==> src/rtl/qrm_pkg.sv <==
package qrm_pkg;

    localparam int FRAC_BITS = 14;
    localparam int N_ENT     = 9;
    localparam int IN_W      = 16;
    localparam int OUT_W     = 16;
    localparam int PROD_W    = 2 * IN_W;
    localparam int SUM_W     = PROD_W + 2;
    localparam int MAG_W     = PROD_W + 1;
    localparam int DVD_W     = MAG_W + FRAC_BITS + 1;
    localparam int QUO_W     = FRAC_BITS + 1;
    localparam int RES_W     = FRAC_BITS + 2;
    localparam int WIDE_W    = 32;

    localparam logic signed [WIDE_W-1:0] SAT_MAX = WIDE_W'(32767);
    localparam logic signed [WIDE_W-1:0] SAT_MIN = -WIDE_W'(32768);

    typedef logic signed [IN_W-1:0]   t_comp;
    typedef logic signed [PROD_W-1:0] t_prod;
    typedef logic signed [SUM_W-1:0]  t_sum;
    typedef logic [MAG_W-1:0]         t_mag;
    typedef logic [DVD_W-1:0]         t_dvd;
    typedef logic [QUO_W-1:0]         t_quo;
    typedef logic [OUT_W-1:0]         t_ent;

    typedef struct packed {
        logic             zero;
        logic [N_ENT-1:0] neg;
    } t_ctrl;

    typedef struct packed {
        t_ctrl                ctrl;
        t_mag                 den;
        t_dvd [N_ENT-1:0]     rem;
        t_quo [N_ENT-1:0]     quo;
    } t_div;

    // sign, then clamp to the 16-bit field
    function automatic t_ent sat_entry(t_quo q, logic neg);
        logic signed [RES_W-1:0]  v;
        logic signed [WIDE_W-1:0] wv;
        t_ent                     res;
        v  = signed'({1'b0, q});
        if (neg) begin
            v = -v;
        end
        wv = WIDE_W'(v);
        if (wv > SAT_MAX) begin
            res = t_ent'(SAT_MAX);
        end else if (wv < SAT_MIN) begin
            res = t_ent'(SAT_MIN);
        end else begin
            res = wv[OUT_W-1:0];
        end
        return res;
    endfunction

endpackage

==> src/rtl/qrm_output.sv <==
module qrm_output (
    input  logic                                i_clk,
    input  logic                                i_rst_n,
    input  logic                                i_en,
    input  logic                                i_valid,
    input  qrm_pkg::t_div                       i_div,
    output logic                                o_valid,
    output logic [qrm_pkg::N_ENT*qrm_pkg::OUT_W-1:0] o_data,
    output logic                                o_zero
);

    logic                                       r_valid;
    logic [qrm_pkg::N_ENT*qrm_pkg::OUT_W-1:0]   r_data;
    logic                                       r_zero;
    logic [qrm_pkg::N_ENT*qrm_pkg::OUT_W-1:0]   n_data;

    always_comb begin
        qrm_pkg::t_quo one;
        logic          diag;
        one = qrm_pkg::QUO_W'(1) << qrm_pkg::FRAC_BITS;
        for (int i = 0; i < qrm_pkg::N_ENT; i++) begin
            diag = (i == 0) || (i == 4) || (i == 8);
            if (i_div.ctrl.zero) begin
                n_data[i*qrm_pkg::OUT_W +: qrm_pkg::OUT_W] =
                    diag ? qrm_pkg::sat_entry(one, 1'b0) : '0;
            end else begin
                n_data[i*qrm_pkg::OUT_W +: qrm_pkg::OUT_W] =
                    qrm_pkg::sat_entry(i_div.quo[i], i_div.ctrl.neg[i]);
            end
        end
    end

    always_ff @(posedge i_clk) begin
        if (!i_rst_n) begin
            r_valid <= 1'b0;
        end else if (i_en) begin
            r_valid <= i_valid;
        end
    end

    always_ff @(posedge i_clk) begin
        if (i_en) begin
            r_data <= n_data;
            r_zero <= i_div.ctrl.zero;
        end
    end

    assign o_valid = r_valid;
    assign o_data  = r_data;
    assign o_zero  = r_zero;

endmodule

==> config.mk <==
export PLATFORM = sky130hd
export DESIGN_NAME = qrm_output
export DESIGN_NICKNAME = d
export VERILOG_FILES = /design/src/rtl/qrm_pkg.sv /design/src/rtl/qrm_output.sv
export SDC_FILE = /design/constraint.sdc
export NUM_CORES = 1
export LEC_CHECK = 0
export BUFFER_PORTS_ARGS = -buffer_cell sky130_fd_sc_hd__buf_2
export CELL_PAD_IN_SITES_DETAIL_PLACEMENT = 0
export CELL_PAD_IN_SITES_GLOBAL_PLACEMENT = 1
export CORE_AREA = 2 2 294 296
export CTS_CLUSTER_SIZE = 24
export DETAILED_ROUTE_END_ITERATION = 6
export DIE_AREA = 0 0 296 298
export MAX_ROUTING_LAYER = met4
export PLACE_DENSITY = 0.44
export SLEW_MARGIN = 25
export SYNTH_ARGS = -nofsm -noshare
export SYNTH_HDL_FRONTEND = slang
export SYNTH_SLANG_ARGS = --single-unit
export TNS_END_PERCENT = 10
==> constraint.sdc <==
create_clock -name i_clk -period 4.4 [get_ports i_clk]
set_clock_uncertainty 0.1 [all_clocks]
set_input_delay 0.44 -clock i_clk [delete_from_list [all_inputs] [get_ports i_clk]]
set_output_delay 0.44 -clock i_clk [all_outputs]
set_load 0.02 [all_outputs]
==> out/metrics.cfg <==
[run_status]
status=finished clean

[layout]
nets=1601
drive_above_1_share=0.347
final_area_um2=11300
syn_to_final_growth_pct=43.7
finalNonFillerCells=2149

[setup_path]
critical_path_class=input pin to flop
reg2regPathDepth=2
path_delay_family=simple AND/OR/NAND/NOR gates
worst-path-max-fanout=9
path_cells=buf_2 > or4_1 > or4_4 > o31ai_4 > mux2_1
crit_buf_inv=1
crit_slowest_cell=or4_1
slowest_delay_ns=0.70
r2r_setup_slack_ns=3.71
worstSetupStartpointType=input pin
critical_path_arrival_ns=2.33
reg2reg_to=o_valid
worstReg2RegStart=o_valid
cp-end-kind=flop
required_ns=4.52

[clock_network]
numCtsBuffers=17
postCtsHoldBufs=0
cts.root.buffer_cell=clkbuf_16
cts_max_level=4
post_cts_buffers=0
clkTransAtPathRegs_ns=0.07
insertion_delay_ns=0.47
clock_path_buffers=2
cts_resized=0
cts_sinks=146
cts_tree=done

[sta]
drv_slew=0
setup_tns_ns=0
setup_slack_ns=2.19
worst_pin_slew_ns=0.966
finalHoldViolCount=0
fin_crit_sh=0.501
fmax_mhz=453
setup_violations=0
slew_headroom=0.356
hold_ws_ns=0.0802
grt_setup_unrepaired=false
period_needed_ns=2.21

[detailed_routing]
vias=6607
avgViaCountPerCell=3.07
remaining_drc_errors=0
routed_wl_um=36300
wl_per_cell_um=16.9
ant_nets=0
drt_iter0_drc=269
drt-pass1-iter-count=4

[power]
swShare=0.306
p_seq_frac=0.423
combPwrFrac=0.190
p_int_mw=2.81
vdd_ir_drop_max_mv=0.300
p_leak_nw=4.17
p_switching_mw=1.24
power_density_nw_per_um2=357
p_clk_frac=0.387

[placed_design]
place_hpwl_um=28900
dpl_worst_slack_ns=1.72
numPortBuffers=294
place_congestion=0.795
dp.cells=2103
dpl-instance-area_um2=10700

[worst_hold_path]
hold_depth=2
min_path_type=input pin to flop
hp-start=i_rst_n
hold_end=o_valid

[global_routing]
gr-total-overflow=0
grt_antenna_before_repair=19
grt_usage=0.0854
grt_pass1_wl_um=50600
grt_max_degree=89
grt_pass1_vias=6894

[yosys]
synth_area_leaders=edfxtp_1 (55%), xor2_1 (11%), nor2_1 (6.6%)
syn_area_um2=7880
yosysSeqAreaShare=0.555
yosysWarningCount=0
async_flop_share=0
synth.most_common_cell=edfxtp_1
synth_area_leader_cell=edfxtp_1
synth_edf_count=145
yosys-top-cells-count=edfxtp_1 (145), nor2_1 (138), xor2_1 (98)
syn-instance-count=700
netlist.area_leader.share=0.552
ys_types=36
syn_nets=1323
synth_flop_cell=edfxtp_1
syn_area_per_cell_um2=11.3
synth-seq-cells=146

[die]
io_pins=760
die_h_um=298
die_w_um=296
std_cell_rows=107
die_area_um2=88200
start_util=0.0929
core_area_um2=84900

[run]
drv_cap=0

-- cell usage in the layout, fill, tap and decap left out, drive strengths merged, types with 3 or more instances in the layout --
cell type	count
buf	299
edfxtp	145
nor2	138
xor2	98
o41ai	40
o31ai	34
or4	27
or3	26
o21ai	22
inv	22
clkbuf	18
diode	15
xnor2	14
nand2b	13
nor2b	11
or2	10
mux2i	10
ha	9
nor4	8
nand2	7
a21oi	7
clkinv	7
nor3b	6
bufinv	3
-- worst reg2reg max path: cells and delay by family, from the launching register on --
family	cells	cell delay (ns)
flip-flops	1	0.31
multiplexers	1	0.12
AND/OR/NAND/NOR	1	0.06
-- final cells by class --
type | count | area (um^2)
antenna | 15 | 37.5
clock buffer | 18 | 429
clock inverter | 13 | 160
fill | 9784 | 73600
inverter | 21 | 78.8
multi-input combinational | 493 | 3280
sequential | 146 | 4370
tap | 1144 | 1430
timing repair buffer | 299 | 1530
-- routing by layer --
metal  vias to the layer above  wire length (um)  global-route usage
met1                      3157             14800              0.0882
met2                       269             16600               0.129
met3                        29              3960              0.0551
met4                         0               929              0.0335
met5                         -                 0                   -
li1                       3152                 -                   -
-- power groups by stage --
stage / Clock, mW / Combinational [mW] / Sequential (mW)
after floorplan: 0 / 0.227 / 1.91
after global placement: 0 / 0.799 / 1.74
after detailed placement: 0 / 0.795 / 1.74
after CTS: 1.66 / 0.799 / 1.71
after global routing: 1.69 / 0.850 / 1.72
final: 1.57 / 0.771 / 1.71
-- through the flow --
step	power [mW]	util
5_1_grt	4.26	0.133
3_3_place_gp	2.54	0.126
2_1_floorplan	2.13	-
6_report	4.05	0.133
3_5_place_dp	2.54	0.126
4_1_cts	4.17	0.133
-- worst max-delay path by stage --
| stage | start | end | slack, ns | cells past startpoint |
|---|---|---|---|---|
| 2_1_floorplan | i_div[110] | o_data[126] | 1.95 | 5 |
| 3_3_place_gp | i_div[110] | o_data[126] | 1.72 | 5 |
| 3_5_place_dp | i_div[110] | o_data[126] | 1.72 | 5 |
| 4_1_cts | i_div[110] | o_data[126] | 2.26 | 5 |
| 5_1_grt | i_div[110] | o_data[126] | 2.19 | 5 |
| 6_report | i_div[110] | o_data[126] | 2.19 | 5 |
-- state kept, by name, indices dropped and copies added, names as in the netlist --
name / count
o_valid: 1
o_zero: 1
o_data: 144
-- cells by family (layout without fill, tap and decap cells) --
family / Yosys count / after routing / synth area share
flip-flops: 146 / 146 / 0.555
other: 0 / 15 / 0
multiplexers: 12 / 12 / 0.0156
AND/OR/NAND/NOR: 251 / 251 / 0.159
buffers and inverters: 61 / 351 / 0.0292
adder cells (fa/ha/maj): 9 / 9 / 0.0143
AO/OA/AOI/OAI: 109 / 109 / 0.103
XOR/XNOR: 112 / 112 / 0.124
(Power assumes the default switching activity.)
